File: src/assert_macros.svh
`ifndef ASSERT_MACROS_SVH
`define ASSERT_MACROS_SVH

// Property checked on every clock edge outside reset.
`define VDH_ASSERT(label, prop, msg) \
  label: assert property (@(posedge clk) disable iff (rst) (prop)) else $error(msg);

// Condition in one cycle implies a condition in the next one.
`define VDH_ASSERT_NEXT(label, pre, post, msg) \
  label: assert property (@(posedge clk) disable iff (rst) (pre) |=> (post)) else $error(msg);

`endif

File: src/vdh_pkg.sv
`default_nettype none

package vdh_pkg;

  // Input transaction payload
  typedef struct packed {
    logic [1:0] command;
    logic [8:0] row;
    logic [7:0] disparity;
  } in_item_t;

  // Output transaction payload
  typedef struct packed {
    logic [7:0] count;
    logic       counted;
  } out_item_t;

  typedef enum logic [1:0] {
    CMD_ACCUMULATE = 2'd0,
    CMD_READ       = 2'd1,
    CMD_CLEAR      = 2'd2
  } cmd_t;

  // Work handed from the front end to the back end
  typedef enum logic [1:0] {
    JOB_NONE  = 2'd0,  // no store access, result is zero
    JOB_READ  = 2'd1,  // return the bin as is
    JOB_ACC   = 2'd2,  // saturating increment of the bin
    JOB_CLEAR = 2'd3   // sweep the whole store
  } job_kind_t;

  typedef enum logic [1:0] {
    ST_IDLE,
    ST_READ,
    ST_CLEAR
  } back_state_t;

  typedef struct packed {
    logic full;
    logic empty;
  } q_flags_t;

  localparam logic       CFG_LOWER_LIMIT = 1'b0;
  localparam logic       CFG_UPPER_LIMIT = 1'b1;
  localparam int         CFG_DATA_W      = 9;
  localparam logic [7:0] LOWER_RESET     = 8'd0;
  localparam logic [8:0] UPPER_RESET     = 9'd225;
  localparam logic [7:0] COUNT_MAX       = 8'd255;
  localparam logic [7:0] COUNT_ZERO      = 8'd0;

endpackage

`default_nettype wire

File: src/vdh_queue.sv
`default_nettype none
`include "assert_macros.svh"

module vdh_queue #(
  parameter int AW = 17
) (
  input  wire logic               clk,
  input  wire logic               rst,
  input  wire logic               push,
  input  wire vdh_pkg::job_kind_t push_kind,
  input  wire logic [AW-1:0]      push_addr,
  input  wire logic               pop,
  output vdh_pkg::job_kind_t      head_kind,
  output logic [AW-1:0]           head_addr,
  output vdh_pkg::q_flags_t       q_flags
);
  import vdh_pkg::*;

  localparam int QD = 2;

  job_kind_t     kind_q [QD];
  logic [AW-1:0] addr_q [QD];
  logic          wr_ptr;
  logic          rd_ptr;
  logic [1:0]    fill;

  always_ff @(posedge clk) begin
    if (rst) begin
      wr_ptr <= 1'b0;
      rd_ptr <= 1'b0;
      fill   <= 2'd0;
    end else begin
      if (push) wr_ptr <= ~wr_ptr;
      if (pop)  rd_ptr <= ~rd_ptr;
      case ({push, pop})
        2'b10:   fill <= fill + 2'd1;
        2'b01:   fill <= fill - 2'd1;
        default: fill <= fill;
      endcase
    end
  end

  always_ff @(posedge clk) begin
    if (push) begin
      kind_q[wr_ptr] <= push_kind;
      addr_q[wr_ptr] <= push_addr;
    end
  end

  assign head_kind     = kind_q[rd_ptr];
  assign head_addr     = addr_q[rd_ptr];
  assign q_flags.full  = (fill == 2'(QD));
  assign q_flags.empty = (fill == 2'd0);

  `VDH_ASSERT(a_no_overflow, !(push && q_flags.full), "push into full queue")
  `VDH_ASSERT(a_no_underflow, !(pop && q_flags.empty), "pop from empty queue")

endmodule

`default_nettype wire

File: config.mk
export PLATFORM = sky130hd
export DESIGN_NAME = vdh_queue
export DESIGN_NICKNAME = d
export VERILOG_FILES = /design/src/vdh_pkg.sv /design/src/vdh_queue.sv
export VERILOG_INCLUDE_DIRS = /design/src /design/src/src
export SDC_FILE = /design/constraint.sdc
export NUM_CORES = 1
export LEC_CHECK = 0
export BUFFER_PORTS_ARGS = -buffer_cell sky130_fd_sc_hd__buf_2
export CORE_MARGIN = 4
export CORE_UTILIZATION = 50
export DETAILED_ROUTE_END_ITERATION = 10
export GPL_ROUTABILITY_DRIVEN = 1
export PLACE_DENSITY = 0.83
export SYNTH_ARGS = -nofsm -noshare
export SYNTH_HDL_FRONTEND = slang
export SYNTH_SLANG_ARGS = --single-unit
File: constraint.sdc
create_clock -name clk -period 2.3 [get_ports clk]
set_input_delay 0.115 -clock clk [delete_from_list [all_inputs] [get_ports clk]]
set_output_delay 0.115 -clock clk [all_outputs]
set_load 0.01 [all_outputs]
* Yosys cells after proc, flatten, opt, wreduce, memory -nomap -nowiden *
Memories as Yosys holds them, arrays and structs flattened. A register that Yosys moved wholly into a read port is not among the register bits.
Index checks and enable logic that the tools add are counted.

cells by class
  add/sub/neg operators = 2
  $mul = 0
  div/mod/pow operators = 0
  order comparisons = 0
  equality and inequality tests = 3
  shifts and indexed selects = 0
  mux-type cells = 7
  bitwise operators = 2
  reduce and logical (&&, ||, !) cells = 2

operators by type and width
  kind                   number
  $mux W1                6
  $eq A2 B2 Y1 const B   2
  $pmux W2 S2            1
  $add A2 B1 Y2 const B  1
  $eq A2 B1 Y1 const B   1
  $logic_not A2 Y1       1
  $not A1 Y1             2
  $reduce_bool A2 Y1     1
  $sub A2 B1 Y2 const B  1

storage, ports and cells
  register bits = 4
  bits in latches = 0
  memory bits (writable) = 38
  memory bits (read-only) = 0
  output and inout port bits = 21
  word-level logic and storage cells = 21
  memories = 2

memories
  memory  words  bits a word  read ports  clocked after memory_dff  write ports  RTL line         source
  addr_q  2      17           1           1                         1            vdh_queue.sv:22  logic [AW-1:0] addr_q [QD];
  kind_q  2      2            1           1                         1            vdh_queue.sv:21  job_kind_t kind_q [QD];

* Longest topological paths before layout *
  word-level depth = 3
  gate-level depth with buffers = 5
  depth with buffers taken out = 5

* Worst setup path before layout *
No wires, ideal clock.

  path type = register to register
  start = register wr_ptr
  end = memory addr_q[0][0] (enable)
  library setup time = 395 ps
  arrival = 1148 ps
  setup slack = 757 ps
  cell stages (with the launch flop) = 2
  path buffers = 0
  clock period less this slack = 1543 ps
  cells stage by stage = dfxtp_1 nor2_1

RTL lines
  element                   RTL line         source
  start: declaration        vdh_queue.sv:23  logic wr_ptr;
  start signal: assignment  vdh_queue.sv:33  if (push) wr_ptr <= ~wr_ptr;
  end: declaration          vdh_queue.sv:22

Straight into the memory's write port.

==> metrics.txt <==
status=finished, final reports clean; Logic pwr share=15.0%; Post-DP Area=1860 sq um; Pwr Density=703 nW/um^2; GP Congestion=0.709; Reg power frac=62.9%; Initial Util=51.9%; Sw Pwr=0.339 mW; Synth Instances=81; unrepaired setup endpoints after global routing=no; crit share post-route=80.1%; CP required=2180 ps; skew final=2.53 ps; DIE WIDTH=64.1 um; worst-path fanout max=10; setup TNS=0 ps; core region area=3030 sq um; post-synthesis sequential area ratio=78.9%; RR Endpoint=kind_q[1][0]; ANT nets after route=0; GR Overflow Total=0; fin. max-slew vios=0; Die Span Y=64.1 um; Synth area leader=edfxtp_1; gr usage total=16.2%; max cap viols=0; nets=176; slew margin rel.=66.3%; Startpoint Class=flop; CTS Root Cell=clkbuf_4; Final Hold Viols=0; Total Die Area=4110 sq um; vias in the first global route=1030; Reg2Reg Depth=2; clock buffer depth=2; most frequent cells in the layout=buf_2 (43), edfxtp_1 (38), dlygate4sd3_1 (20); CTS buffer count=5; Final Cell Area=2100 sq um; Initial DRC Count=42; H-tree depth=2; Vias/cell=4.65; leakage=0.812 nW; launching point of the worst reg2reg path=wr_ptr; Rows=20; first-pass GRT wire length=4810 um; Worst Hold Endpoint=wr_ptr; Post-CTS Setup Bufs=0; Worst Setup End Kind=primary output; commonest non-fill, non-tap cell in the layout=buf_2; DR pass1 iterations=3; # clock sinks=43; Worst Hold Path Cells=3; I/O pin count=44; post-synth top area share=72.6%; CP Data Arrival Time=1730 ps; fraction of layout cells with a size suffix above 1=47.1%; CTS tree=yes; clock group share of total power=22.2%; via count=916; Clock Latency Late Sink=340 ps; Netlist Area Pre-Place=1570 sq um; Post-DP HPWL=1940 um; Resize count post-CTS=0; largest net degree at the start of global routing=13; critical path class=reg -> out; total power=1.48 mW; Avg Cell Area, Syn=19.4 sq um; wire per inst=14.9 um; #FFs+latches synth=43; Period minus WS final=1840 ps; Cell Int Power=1.14 mW; Post-CTS Hold Buffers=20; ANT cells=0; Netlist cell types=15; sw frac=23.0%; final WL=2930 um; reg-to-reg slack, setup=910 ps; Hold/Removal Path Class=in -> reg; top cells by area, synth=edfxtp_1 (73%), mux2_2 (14%), dfxtp_1 (6.4%); initial antenna violation count=0; Max VDD drop=0.505 mV; Setup Viol. Count Final=0; Yosys warning count=0; Post-Syn Nets=105; Synth-to-Final Area Change=33.8%; worst slew pin tran=505 ps; Reg clk slew, reported paths=110 ps; # port buffers=43; Fmax=0.543 GHz; Post-route DRC=0; worst min-delay path startpoint=push
cell type report:
class	count	area, sq um
clock buffer	6	41.3
clock inverter	2	7.51
fill	206	923
inverter	1	3.75
multi-input combinational	35	318
sequential	43	1240
tap	44	55.1
timing repair buffer	66	438
per-layer routing:
metal  wire, um  part of all wire [%]  up-vias  global-route usage, %
met3        167                   5.7        7                   4.04
met5          0                     0        -                      0
met2       1660                    57       30                   29.9
li1           -                     -      446                      -
met1       1040                    36      433                   17.0
met4         63                   2.1        0                   7.28
state kept, by name, summed over array words and instances, names as in the netlist, named ones only:
signal and flops:
addr_q 34, kind_q 4, rd_ptr 1, wr_ptr 1, fill 2
worst max-delay path: stages (launching register included):
cell and delay (ps):
dfxtp_1 620, buf_4 270, mux2_2 350, buf_2 140
kinds of logic (layout without fill, tap and decap cells):
group,Yosys count,count (layout),share of synthesized area [%]
adder cells (fa/ha/maj),1,1,0.795
AND/OR/NAND/NOR,9,9,2.78
XOR/XNOR,4,4,2.23
AO/OA/AOI/OAI,2,2,0.636
multiplexers,19,19,13.6
flip-flops,43,43,78.9
buffers and inverters,3,75,1.03
synth_stat cells:
cell type and number:
o21ai_0 1, and2b_2 1, a21oi_1 1, buf_4 1
buf_2 1, and2_1 1, edfxtp_1 38, xnor2_1 3
inv_1 1, or3_1 1, ha_1 1, nor2_1 6
dfxtp_1 5, xor2_1 1, mux2_2 19
worst max path at each step:
| stage | end | slack [ps] |
|---|---|---|
| after floorplan | addr_q[0][0] | 760 |
| after global placement | head_addr[9] | 890 |
| after global routing | head_addr[12] | 340 |
| after CTS | head_addr[9] | 430 |
| final | head_addr[11] | 460 |
| after detailed placement | head_addr[9] | 820 |
metrics by stage:
stage | std cells | util [%] | hold slack, ps | setup slack, ps
floorplan | 81 | - | 184 | 757
global placement | 169 | 61.3 | 303 | 894
detailed placement | 169 | 61.3 | 307 | 824
CTS | 197 | 69.5 | 42.3 | 435
global route | 197 | 69.5 | 59.2 | 340
finish | 197 | 69.5 | 49.1 | 457
power groups by stage:
stage	Clock (mW)	Sequential, mW	Combinational (mW)
global placement	0	0.942	0.191
floorplan	0	0.935	0.119
finish	0.328	0.929	0.221
CTS	0.341	0.930	0.224
detailed placement	0	0.948	0.197
global route	0.377	0.935	0.244
No activity file was read; power rests on OpenSTA's default activity.
