File: config.mk
export PLATFORM = sky130hd
export DESIGN_NAME = vdh_front
export DESIGN_NICKNAME = d
export VERILOG_FILES = /design/src/assert_macros.svh /design/src/vdh_pkg.sv /design/src/vdh_front.sv
export SDC_FILE = /design/constraint.sdc
export NUM_CORES = 1
export LEC_CHECK = 0
export BUFFER_PORTS_ARGS = -buffer_cell sky130_fd_sc_hd__buf_2
export CORE_UTILIZATION = 30
export DETAILED_ROUTE_END_ITERATION = 6
export SETUP_SLACK_MARGIN = 0.15
export SLEW_MARGIN = 40
export SYNTH_ARGS = -nofsm -noshare
export SYNTH_HDL_FRONTEND = slang
export SYNTH_SLANG_ARGS = --single-unit
File: constraint.sdc
create_clock -name clk -period 1.4 [get_ports clk]
set_input_delay 0.07 -clock clk [delete_from_list [all_inputs] [get_ports clk]]
set_output_delay 0.07 -clock clk [all_outputs]
set_load 0.01 [all_outputs]
File: src/assert_macros.svh
`ifndef ASSERT_MACROS_SVH
`define ASSERT_MACROS_SVH

// Property checked on every clock edge outside reset.
`define VDH_ASSERT(label, prop, msg) \
  label: assert property (@(posedge clk) disable iff (rst) (prop)) else $error(msg);

// Condition in one cycle implies a condition in the next one.
`define VDH_ASSERT_NEXT(label, pre, post, msg) \
  label: assert property (@(posedge clk) disable iff (rst) (pre) |=> (post)) else $error(msg);

`endif

File: src/vdh_pkg.sv
`default_nettype none

package vdh_pkg;

  // Input transaction payload
  typedef struct packed {
    logic [1:0] command;
    logic [8:0] row;
    logic [7:0] disparity;
  } in_item_t;

  // Output transaction payload
  typedef struct packed {
    logic [7:0] count;
    logic       counted;
  } out_item_t;

  typedef enum logic [1:0] {
    CMD_ACCUMULATE = 2'd0,
    CMD_READ       = 2'd1,
    CMD_CLEAR      = 2'd2
  } cmd_t;

  // Work handed from the front end to the back end
  typedef enum logic [1:0] {
    JOB_NONE  = 2'd0,  // no store access, result is zero
    JOB_READ  = 2'd1,  // return the bin as is
    JOB_ACC   = 2'd2,  // saturating increment of the bin
    JOB_CLEAR = 2'd3   // sweep the whole store
  } job_kind_t;

  typedef enum logic [1:0] {
    ST_IDLE,
    ST_READ,
    ST_CLEAR
  } back_state_t;

  typedef struct packed {
    logic full;
    logic empty;
  } q_flags_t;

  localparam logic       CFG_LOWER_LIMIT = 1'b0;
  localparam logic       CFG_UPPER_LIMIT = 1'b1;
  localparam int         CFG_DATA_W      = 9;
  localparam logic [7:0] LOWER_RESET     = 8'd0;
  localparam logic [8:0] UPPER_RESET     = 9'd225;
  localparam logic [7:0] COUNT_MAX       = 8'd255;
  localparam logic [7:0] COUNT_ZERO      = 8'd0;

endpackage

`default_nettype wire

File: src/vdh_front.sv
`default_nettype none

module vdh_front #(
  parameter int ROWS = 512,
  parameter int BINS = 256,
  parameter int AW   = 17
) (
  input  wire logic                              clk,
  input  wire logic                              rst,
  input  wire logic                              cfg_we,
  input  wire logic                              cfg_index,
  input  wire logic [vdh_pkg::CFG_DATA_W-1:0]    cfg_data,
  input  wire logic                              in_valid,
  output logic                                   in_stall,
  input  wire vdh_pkg::in_item_t                 in_data,
  input  wire logic                              clearing,
  input  wire vdh_pkg::q_flags_t                 q_flags,
  output logic                                   push,
  output vdh_pkg::job_kind_t                     push_kind,
  output logic [AW-1:0]                          push_addr
);
  import vdh_pkg::*;

  logic [7:0] lower_limit;
  logic [8:0] upper_limit;
  logic       in_range;
  logic       in_window;

  always_ff @(posedge clk) begin
    if (rst) begin
      lower_limit <= LOWER_RESET;
      upper_limit <= UPPER_RESET;
    end else if (cfg_we) begin
      case (cfg_index)
        CFG_LOWER_LIMIT: lower_limit <= cfg_data[7:0];
        CFG_UPPER_LIMIT: upper_limit <= cfg_data;
        default: ;
      endcase
    end
  end

  // no new work while the store is being swept or the queue is full
  assign in_stall = q_flags.full || clearing;
  assign push     = in_valid && !in_stall;

  assign in_range  = (32'(in_data.row) < ROWS) && (32'(in_data.disparity) < BINS);
  assign in_window = (in_data.disparity > lower_limit) &&
                     ({1'b0, in_data.disparity} < upper_limit);
  assign push_addr = AW'(32'(in_data.row) * BINS + 32'(in_data.disparity));

  always_comb begin
    case (in_data.command)
      CMD_ACCUMULATE: push_kind = !in_range ? JOB_NONE : (in_window ? JOB_ACC : JOB_READ);
      CMD_READ:       push_kind = in_range ? JOB_READ : JOB_NONE;
      CMD_CLEAR:      push_kind = JOB_CLEAR;
      default:        push_kind = JOB_NONE;
    endcase
  end

endmodule

`default_nettype wire

Word level (Yosys, flattened, before mapping)

Cells that the tools add are included.

Flip-flop bits (word level): 17
Input port bits: 36
Output and inout bits: 21
Word-level logic and storage cells: 17

Add/subtract/negate cells: 1
Order comparisons: 2
Eq/ne operators: 2
Muxes and demuxes: 2
Bitwise logic cells: 1
Reductions and logical operators: 7

Operator list:

| kind                 | count |
|---|---|
| $add A17 B8 Y17      | 1 |
| $lt A8 B9 Y1         | 1 |
| $gt A8 B8 Y1         | 1 |
| $pmux W2 S3          | 1 |
| $reduce_and A2 Y1    | 2 |
| $eq A2 B1 Y1 const B | 1 |
| $eq A2 B2 Y1 const B | 1 |
| $logic_and A1 B1 Y1  | 2 |
| $logic_not A2 Y1     | 1 |
| $mux W2              | 1 |
| $logic_not A1 Y1     | 1 |
| $logic_or A1 B1 Y1   | 1 |
| $not A1 Y1           | 1 |

Longest topological paths before layout

Gate-level depths: netlist of run 1.

Word-level depth: 4
Depth in mapped cells: 6

Worst setup path before layout of run 1

Ideal clock, no wire load.

Path type: reg2out
Start point: register lower_limit[7]
End point: output port push_kind[1]
Data arrival time: 1,395 ps
Required time: 1,330 ps
Slack: -65 ps
Cell stages (with the launch flop): 7
Path buffers: 0
Cell sequence: dfxtp_1 > inv_1 > ha_1 > and4_4 > nor2b_4 > a311oi_1 > a41o_1

Longest elaborated chain between the ends: 4

Ends and longest elaborated chain:

| item                     | line            | RTL |
|---|---|---|
| start: declaration       | vdh_front.sv:24 | `logic [7:0] lower_limit;` |
| start signal: assignment | vdh_front.sv:35 | `CFG_LOWER_LIMIT: lower_limit <= cfg_data[7:0];` |
| $gt A8 B8 Y1             | vdh_front.sv:47 | `assign in_window = (in_data.disparity > lower_limit) &&` |
| $logic_and A1 B1 Y1      | vdh_front.sv:47 |  |
| $mux W2                  | vdh_front.sv:53 | `CMD_ACCUMULATE: push_kind = !in_range ? JOB_NONE : (in_window ? JOB_ACC : JOB_READ);` |
| $pmux W2 S3              | vdh_front.sv:52 | `case (in_data.command)` |
| end: declaration         | vdh_front.sv:19 | `output vdh_pkg::job_kind_t push_kind,` |

Every way passes these cells.

Final worst setup path of run 1

Start point: register lower_limit[3]
End point: output port push_kind[1]

The elaborated chain is that of the path after synthesis.

==> results.toml, run 1 <==
[sta]
slew_headroom_pct = 77.27
maxClockFrequency_ghz = 0.5635
timing.final.ws_setup_ps = -374.5
worst_hold_slack_ps = 39.16
period_minus_slack_ps = 1775
post_route_skew_ps = 0
layout_worst_path_cycle_share_pct = 126.8
finalSetupViolations = 2
finalHoldViolations = 0
worst_pin_slew_ps = 340.9
setup_total_negative_slack_ps = -720.4
timing.final.max_slew_violations = 0
rsz0062_at_grt = "true"

[critical_path]
setup.worst_path.end = "push_kind[1]"
r2r_setup_slack_ps = 500
worst_setup_path_start_kind = "flop"
regToRegEndpoint = "lower_limit[7]$_SDFFE_PP0P_"
cp_data_arrival_time_ps = 1700
max_fanout_on_critical_path = 2
cp_capture_type = "output pin"
worst_ep_required_time_ps = 1330
critical_path_class = "flop to output pin"
rr_worst_depth = 6
timing.rr.start = "lower_limit[7]$_SDFFE_PP0P_"
launching_instance_or_port_of_the_critical_path = "lower_limit[3]$_SDFFE_PP0P_"

[floorplanning]
ioPinCount = 57
num_rows = 22
initial_utilization_pct = 32.05
die_h_um = 65.48
die-area_mm2 = 0.004287
floorplan.die.width_um = 65.48
core_area_mm2 = 0.003771

[place]
gpl.final_weighted_congestion = 0.7626
instance_area_after_placement_mm2 = 0.001445
detailedPlace.worstSlack_ps = -163.5
dpl.hpwl_um = 2044
dpl.cell_count = 233
placement.io_buffers = 37

[cts]
worst_skew_pair.late_latency_ps = 250
total_clock_buffers_created_by_cts = 3
clock_tree.htree_level_count = 1
clk_tree_root_cell = "sky130_fd_sc_hd__clkbuf_8"
number_of_hold_repair_buffers_added_at_the_cts_stage = 0
clk_transition_reported_paths_ps = 70
cts_num_sinks = 17
cts_tree = "yes"
cts_buffer_depth = 2

[pwr]
static-leakage-power_nw = 0.7375
power.ir.vdd_worst_mv = 0.4423
power_density_mw_per_mm2 = 790.4
totalPowerFinal_mw = 1.231

[finish]
area_growth_pct = 28.88
final_core_util_pct = 41.31
final_area_mm2 = 0.001558
final_nets = 244
count_of_placed_standard_cells_in_the_final_layout_fillers_left_out = 238
antennaDiodeCount = 0
drive_gt1_share_pct = 42.63

[global_route]
grt-ovfl-total = 0
gr-usage-all-layers_pct = 13.45
first_global_vias = 980
global_route_wire_length_before_repair_um = 4436
initial_antenna_violation_count = 0
grt_max_degree = 18

[run_status]
violations = "negative setup slack"
run_status = "finished with violations"

[route]
dr.first_iter.drc_count = 30
route.antenna.remaining_nets = 0
total_wirelength_um = 2604
detailed_route_drc_error_count = 0
post_drt_wl_per_cell_um = 10.94
vias_per_cell = 4.466
via_count = 1063
drt_pre_antenna_iters = 4

[synthesis]
synth-seq-cells = 17
post_synth_main_area_contributors = "sky130_fd_sc_hd__dfxtp_1, sky130_fd_sc_hd__ha_1, sky130_fd_sc_hd__buf_4, sky130_fd_sc_hd__nand2_1, sky130_fd_sc_hd__a21oi_1"
syn-cell-area_mm2 = 0.001209
synth_largest_type_area_fraction_pct = 28.16
postSynthAreaPerCell_um2 = 7.698
synth-warning-count = 0
yosysUniqueCellTypes = 28
synthCells = 157
synth_sequential_area_ratio_pct = 28.16
synthesized_nets = 210
synth.largest_area_cell = "sky130_fd_sc_hd__dfxtp_1"

[run]
max_capacitance_violation_count = 0

[worst_hold_path]
min_path_cells = 3
class_of_the_most_critical_hold_timing_path = "input port to flop"
## area by class of cell
class / count / area (um^2)
Clock buffer: 3 / 41.29
Clock inverter: 1 / 5.005
Fill cell: 394 / 2213
Inverter: 19 / 71.32
Multi-Input combinational cell: 100 / 749.5
Sequential cell: 17 / 347.8
Tap cell: 48 / 60.06
Timing Repair Buffer: 50 / 282.8
## worst max-delay path, cell delays in order, from the launching register on
cell	delay [ps]
sky130_fd_sc_hd__dfxtp_1	310
sky130_fd_sc_hd__inv_1	50
sky130_fd_sc_hd__ha_1	280
sky130_fd_sc_hd__a21o_1	180
sky130_fd_sc_hd__a21oi_2	130
sky130_fd_sc_hd__o221ai_2	120
sky130_fd_sc_hd__a41o_1	240
sky130_fd_sc_hd__buf_2	130
## per-layer routing
| layer | up-vias | routed length, um | global-route usage (%) |
|---|---|---|---|
| li1 | 567 | - | - |
| met4 | 0 | 44 | 5.707 |
| met3 | 5 | 109 | 1.910 |
| met5 | - | 0 | 0 |
| met1 | 465 | 1320 | 18.38 |
| met2 | 26 | 1130 | 20.88 |
## cells in the final DEF, fill, tap and decap left out, types with 2 or more instances in the layout
cell and n:
sky130_fd_sc_hd__dfxtp_2 6, sky130_fd_sc_hd__ha_1 13, sky130_fd_sc_hd__nor2_1 18, sky130_fd_sc_hd__a311oi_2 2, sky130_fd_sc_hd__buf_4 13, sky130_fd_sc_hd__clkbuf_8 3
sky130_fd_sc_hd__dfxtp_1 11, sky130_fd_sc_hd__nor2b_1 3, sky130_fd_sc_hd__ha_4 4, sky130_fd_sc_hd__a21oi_1 13, sky130_fd_sc_hd__and2_1 2, sky130_fd_sc_hd__a21o_1 2
sky130_fd_sc_hd__inv_1 14, sky130_fd_sc_hd__a21oi_2 2, sky130_fd_sc_hd__nand2_1 22, sky130_fd_sc_hd__nand3b_1 4, sky130_fd_sc_hd__inv_2 5, sky130_fd_sc_hd__buf_2 37
## worst min-delay path by stage
stage | to | slack, ps | start
floorplan | upper_limit[1]$_SDFFE_PP0P_ | 140 | rst
global placement | push_addr[15] | 140 | in_data[15]
detailed placement | push_addr[15] | 140 | in_data[15]
CTS | upper_limit[0]$_SDFFE_PP1P_ | 40 | cfg_data[0]
global route | upper_limit[5]$_SDFFE_PP1P_ | 40 | cfg_data[5]
finish | upper_limit[0]$_SDFFE_PP1P_ | 40 | cfg_data[0]
## where the power goes
group	switching, mW	total (mW)	internal (mW)
Combinational	0.170	0.333	0.163
Clock	0.178	0.376	0.198
Sequential	0.0117	0.522	0.510
Total	0.360	1.23	0.871
## sequential cells by signal (all words and copies together), names as in the netlist
name and count:
upper_limit 9, lower_limit 8
## synth_stat cells
cell type	n
sky130_fd_sc_hd__nor3_1	1
sky130_fd_sc_hd__buf_2	1
sky130_fd_sc_hd__nand2_1	22
sky130_fd_sc_hd__nor2b_1	3
sky130_fd_sc_hd__a211oi_1	1
sky130_fd_sc_hd__mux2i_1	1
sky130_fd_sc_hd__dfxtp_1	17
sky130_fd_sc_hd__a41o_1	1
sky130_fd_sc_hd__o221ai_1	1
sky130_fd_sc_hd__clkbuf_1	2
sky130_fd_sc_hd__a21oi_1	15
sky130_fd_sc_hd__or2_2	1
sky130_fd_sc_hd__o21ai_0	3
sky130_fd_sc_hd__a21o_1	2
sky130_fd_sc_hd__and4b_1	1
sky130_fd_sc_hd__nor2b_4	1
sky130_fd_sc_hd__buf_4	17
sky130_fd_sc_hd__a41oi_1	1
sky130_fd_sc_hd__nor2_1	18
sky130_fd_sc_hd__and2_1	2
sky130_fd_sc_hd__ha_1	17
sky130_fd_sc_hd__o21bai_1	1
sky130_fd_sc_hd__clkbuf_2	1
sky130_fd_sc_hd__nand4_1	1
sky130_fd_sc_hd__and4_4	1
sky130_fd_sc_hd__inv_1	19
sky130_fd_sc_hd__a311oi_1	2
sky130_fd_sc_hd__nand3b_1	4
## cell families (layout without fill, tap and decap cells)
| family | count (synthesis) | in the layout | synth area share [%] |
|---|---|---|---|
| adder cells (fa/ha/maj) | 17 | 17 | 17.60 |
| buffers and inverters | 40 | 73 | 17.91 |
| AND/OR/NAND/NOR | 55 | 55 | 21.84 |
| multiplexers | 1 | 1 | 0.8282 |
| flip-flops | 17 | 17 | 28.16 |
| AO/OA/AOI/OAI | 27 | 27 | 13.66 |
## timing repair
| item | 4_1_cts | 5_1_grt |
|---|---|---|
| endpoints found under the setup margin | 2 | 2 |
| endpoints found under the hold margin | 0 | 0 |
| pin swaps | 6 | 5 |
| cloned | 0 | 0 |
| setup buffers | 0 | 1 |
| resized for setup | 18 | 1 |
Note: power is estimated with default switching activity, not from simulation.
==> run 2, diff against run 1 <==
--- a/config.mk
+++ b/config.mk
@@ -8,6 +8,7 @@
 export BUFFER_PORTS_ARGS = -buffer_cell sky130_fd_sc_hd__buf_2
 export CORE_UTILIZATION = 30
 export DETAILED_ROUTE_END_ITERATION = 6
+export REMOVE_ABC_BUFFERS = 1
 export SETUP_SLACK_MARGIN = 0.15
 export SLEW_MARGIN = 40
 export SYNTH_ARGS = -nofsm -noshare
==> results.toml, run 2 (same netlist as run 1, synthesis figures left out) <==
[run_status]
run_status = "finished with violations"
violations = "negative setup slack"

[sta]
maxClockFrequency_ghz = 0.5541
timing.final.max_slew_violations = 0
worst_pin_slew_ps = 382.8
slew_headroom_pct = 74.48
post_route_skew_ps = 0
layout_worst_path_cycle_share_pct = 128.9
period_minus_slack_ps = 1805
finalHoldViolations = 0
setup_total_negative_slack_ps = -791.1
finalSetupViolations = 2
rsz0062_at_grt = "true"
timing.final.ws_setup_ps = -404.8

[global_route]
global_route_wire_length_before_repair_um = 4436
grt_max_degree = 18
first_global_vias = 940
gr-usage-all-layers_pct = 13.57
initial_antenna_violation_count = 0
grt-ovfl-total = 0

[pwr]
power_density_mw_per_mm2 = 787.2
power.ir.vdd_worst_mv = 0.3029
static-leakage-power_nw = 0.7287

[cts]
cts_tree = "yes"
worst_skew_pair.late_latency_ps = 250
cts_buffer_depth = 2
clock_tree.htree_level_count = 1
number_of_hold_repair_buffers_added_at_the_cts_stage = 0
total_clock_buffers_created_by_cts = 3
clk_tree_root_cell = "sky130_fd_sc_hd__clkbuf_8"
clk_transition_reported_paths_ps = 70
cts_num_sinks = 17

[critical_path]
max_fanout_on_critical_path = 3
cp_capture_type = "output pin"
worst_path_largest_cell_delay_ps = 320
critPathSlowestCell = "sky130_fd_sc_hd__dfxtp_2"
cp.buffers_inverters = 2
worst_ep_required_time_ps = 1330
worst_setup_path_start_kind = "flop"
cp_data_arrival_time_ps = 1730
ordered_list_of_cells_on_the_worst_path = "inv_2 > ha_4 > and4_4 > nor2b_4 > a311oi_2 > a41o_1 > buf_2"
timing.critical_path.max_delay_family = "simple AND/OR/NAND/NOR gates"
critical_path_class = "flop to output pin"

[finish]
antennaDiodeCount = 0
layout.cells.most_common_list = "sky130_fd_sc_hd__buf_2, sky130_fd_sc_hd__nand2_1, sky130_fd_sc_hd__nor2_1"
fillCellCount = 403
final_nets = 242
register_containing_the_most_flip_flops_in_the_final_layout = "upper_limit"
drive_gt1_share_pct = 43.09
largest_register_ffs = 9
area_growth_pct = 29.71
largestRegisters = "upper_limit x9, lower_limit x8"
layout.cells.most_common = "sky130_fd_sc_hd__buf_2"

[route]
vias_per_cell = 4.589
drt_pre_antenna_iters = 4
via_count = 1083
detail_route.wirelength.met1_um = 1382
post_drt_wl_per_cell_um = 11.54
dr.first_iter.drc_count = 22
route.antenna.remaining_nets = 0
topRoutingLayerUsed = "met4"
dr_wl_met2_um = 1133
detailed_route_drc_error_count = 0
total_wirelength_um = 2724
wl_met3_um = 190

[place]
placement.io_buffers = 37
detailedPlace.worstSlack_ps = -193.6
dpl.hpwl_um = 2054
gpl.final_weighted_congestion = 0.7385

[floorplanning]
die_h_um = 65.48
ioPinCount = 57
core_area_mm2 = 0.003771
die-area_mm2 = 0.004287
floorplan.die.width_um = 65.48
initial_utilization_pct = 32.05
num_rows = 22

[run]
max_capacitance_violation_count = 0

[worst_hold_path]
class_of_the_most_critical_hold_timing_path = "input port to flop"
==> run 2: power by group <==
group	total (mW)	switching, mW	internal (mW)	leakage [nW]
Sequential	0.522	0.0109	0.511	0.140
Combinational	0.344	0.178	0.166	0.566
Clock	0.369	0.167	0.202	0.0228
Total	1.23	0.356	0.878	0.729
==> run 2: final timing paths <==
kind,startpoint,to,slack [ps],cells past startpoint
worst max-delay path,lower_limit[7]$_SDFFE_PP0P_,push_kind[1],-400,7
worst max register to register,lower_limit[7]$_SDFFE_PP0P_,lower_limit[7]$_SDFFE_PP0P_,520,6
worst min register to register,upper_limit[4]$_SDFFE_PP0P_,upper_limit[4]$_SDFFE_PP0P_,460,2
worst min-delay path,cfg_data[0],upper_limit[0]$_SDFFE_PP1P_,40,3
==> run 2: worst register-to-register path, cell delays in order (launching register included) <==
cell and delay, ps:
sky130_fd_sc_hd__dfxtp_2 320, sky130_fd_sc_hd__inv_2 70, sky130_fd_sc_hd__buf_4 100, sky130_fd_sc_hd__buf_4 90
sky130_fd_sc_hd__nor2_1 30, sky130_fd_sc_hd__a21oi_1 110, sky130_fd_sc_hd__nor2_1 40
==> run 2: repair_timing <==
action / 4_1_cts / 5_1_grt
pin swaps: 12 / 3
setup endpoints to repair: 2 / 2
setup buffers: 1 / 0
resized for setup: 26 / 4
==> run 2: metal layers <==
layer / global-route usage, % / up-vias
li1: - / 559
met1: 19.05 / 471
met2: 20.10 / 51
met3: 3.993 / 2
met4: 3.261 / 0
met5: 0 / -
==> run 2: cell type report <==
cell class                      count  area [um^2]  area share, %
Sequential cell                    17        349.1          22.27
Timing Repair Buffer               48        267.8          17.08
Inverter                           19        71.32          4.549
Tap cell                           48        60.06          3.831
Clock buffer                        4        45.04          2.873
Multi-Input combinational cell    100        774.5          49.40
==> run 2: stage by stage <==
step | power [mW] | hold slack [ps] | cell area (um^2) | utilization, % | instances
2_1_floorplan | 0.6772 | 139.1 | 1064 | - | 136
6_report | 1.234 | 42.97 | 1568 | 41.57 | 236
4_1_cts | 1.236 | 39.65 | 1563 | 41.44 | 236
5_1_grt | 1.315 | 59.54 | 1568 | 41.57 | 236
3_5_place_dp | 0.8201 | 140.1 | 1384 | 36.70 | 231
3_3_place_gp | 0.8173 | 140.1 | 1384 | 36.70 | 231
==> run 3, diff against run 2 <==
--- a/config.mk
+++ b/config.mk
@@ -7,6 +7,7 @@
 export LEC_CHECK = 0
 export BUFFER_PORTS_ARGS = -buffer_cell sky130_fd_sc_hd__buf_2
 export CORE_UTILIZATION = 30
+export CTS_BUF_LIST = sky130_fd_sc_hd__clkbuf_4 sky130_fd_sc_hd__clkbuf_8
 export DETAILED_ROUTE_END_ITERATION = 6
 export REMOVE_ABC_BUFFERS = 1
 export SETUP_SLACK_MARGIN = 0.15
==> results.toml, run 3 (same netlist as run 1, synthesis figures left out) <==
[run_status]
run_status = "finished with violations"
violations = "negative setup slack"

[route]
total_wirelength_um = 2726
dr.first_iter.drc_count = 24
via_count = 1083
detailed_route_drc_error_count = 0
post_drt_wl_per_cell_um = 11.55
vias_per_cell = 4.589
drt_pre_antenna_iters = 4
route.antenna.remaining_nets = 0

[critical_path]
ordered_list_of_cells_on_the_worst_path = "inv_2 > ha_4 > and4_4 > nor2b_4 > a311oi_2 > a41o_1 > buf_2"
critPathSlowestCell = "sky130_fd_sc_hd__dfxtp_2"
critical_path_class = "flop to output pin"
r2r_setup_slack_ps = 520
worst_ep_required_time_ps = 1330
cp.buffers_inverters = 2
worst_path_largest_cell_delay_ps = 320
timing.critical_path.max_delay_family = "simple AND/OR/NAND/NOR gates"
cp_data_arrival_time_ps = 1730
cp_capture_type = "output pin"
max_fanout_on_critical_path = 3
worst_setup_path_start_kind = "flop"

[cts]
worst_skew_pair.late_latency_ps = 250
clk_transition_reported_paths_ps = 70
clock_tree.htree_level_count = 1
cts_num_sinks = 17
cts_tree = "yes"
cts_buffer_depth = 2
total_clock_buffers_created_by_cts = 3
clk_tree_root_cell = "sky130_fd_sc_hd__clkbuf_8"

[finish]
register_containing_the_most_flip_flops_in_the_final_layout = "upper_limit"
final_area_mm2 = 0.001572
area_growth_pct = 30.02
largest_register_ffs = 9
fillCellCount = 401
largestRegisters = "upper_limit x9, lower_limit x8"
antennaDiodeCount = 0
final_core_util_pct = 41.67
final_nets = 242
layout.cells.most_common_list = "sky130_fd_sc_hd__buf_2, sky130_fd_sc_hd__nand2_1, sky130_fd_sc_hd__nor2_1"
drive_gt1_share_pct = 43.62
layout.cells.most_common = "sky130_fd_sc_hd__buf_2"

[floorplanning]
core_area_mm2 = 0.003771
ioPinCount = 57
die-area_mm2 = 0.004287
initial_utilization_pct = 32.05
die_h_um = 65.48
floorplan.die.width_um = 65.48
num_rows = 22

[sta]
post_route_skew_ps = 0
finalSetupViolations = 2
layout_worst_path_cycle_share_pct = 128.9
period_minus_slack_ps = 1805
finalHoldViolations = 0
rsz0062_at_grt = "true"
worst_pin_slew_ps = 382.8
timing.final.max_slew_violations = 0
timing.final.ws_setup_ps = -404.7
maxClockFrequency_ghz = 0.5541
slew_headroom_pct = 74.48

[pwr]
power_density_mw_per_mm2 = 797.6
power.ir.vdd_worst_mv = 0.3029
static-leakage-power_nw = 0.7321
totalPowerFinal_mw = 1.253

[global_route]
grt-ovfl-total = 0
first_global_vias = 940
initial_antenna_violation_count = 0
global_route_wire_length_before_repair_um = 4436
grt_max_degree = 18
gr-usage-all-layers_pct = 13.57

[place]
placement.io_buffers = 37
gpl.final_weighted_congestion = 0.7385
detailedPlace.worstSlack_ps = -193.6
dpl.hpwl_um = 2054
instance_area_after_placement_mm2 = 0.001384

[worst_hold_path]
class_of_the_most_critical_hold_timing_path = "input port to flop"

[run]
max_capacitance_violation_count = 0
run 3: cell count changes in the layout (fill, tap and decap cells not counted):
cell	change
sky130_fd_sc_hd__clkbuf_1	-1
sky130_fd_sc_hd__clkbuf_4	+1
run 3: through the flow:
stage	hold WS [ps]	TNS (ps)	std cells
after global routing	59.54	-949.0	236
after floorplan	139.1	-90.52	136
after detailed placement	140.1	-372.4	231
after CTS	39.56	-784.0	236
final	43.08	-790.9	236
after global placement	140.1	-348.3	231
run 3: what timing repair did:
| item | in CTS | in global routing |
|---|---|---|
| endpoints found under the setup margin | 2 | 2 |
| resized for setup | 26 | 4 |
| cloned | 0 | 0 |
| pin swaps | 12 | 3 |
| hold buffers | 0 | 0 |
| setup buffers | 1 | 0 |
run 3: power by group:
group          internal (mW)  leakage (nW)  switching, mW
Combinational          0.166         0.566          0.178
Sequential             0.511         0.140         0.0109
Clock                  0.221        0.0262          0.167
Total                  0.898         0.732          0.356
run 3: tightest hold or removal path, stage by stage:
cell and delay, ps:
sky130_fd_sc_hd__buf_2 90, sky130_fd_sc_hd__nand2_1 40, sky130_fd_sc_hd__nand3b_1 60
run 3: cell type report:
class / instances / area [um^2] / area share (%)
clock buffers: 4 / 48.80 / 3.105
multi-input cells: 100 / 774.5 / 49.28
flip-flops and latches: 17 / 349.1 / 22.21
repair buffers: 48 / 267.8 / 17.04
inverters: 19 / 71.32 / 4.538
well taps: 48 / 60.06 / 3.822
run 3: metal layers:
layer  vias to the layer above  share of wire, %  track usage, %
met4                         0              0.62           3.261
met1                       471                51           19.05
li1                        559                 -               -
met5                         -                 0               0
met2                        51                42           20.10
met3                         2               7.0           3.993
run 3: path summary, 6_finish.rpt:
kind / start / end / cells past startpoint
setup reg to reg: lower_limit[7]$_SDFFE_PP0P_ / lower_limit[7]$_SDFFE_PP0P_ / 6
hold / removal: cfg_data[0] / upper_limit[0]$_SDFFE_PP1P_ / 3
setup / recovery: lower_limit[7]$_SDFFE_PP0P_ / push_kind[1] / 7
hold reg to reg: upper_limit[4]$_SDFFE_PP0P_ / upper_limit[4]$_SDFFE_PP0P_ / 2
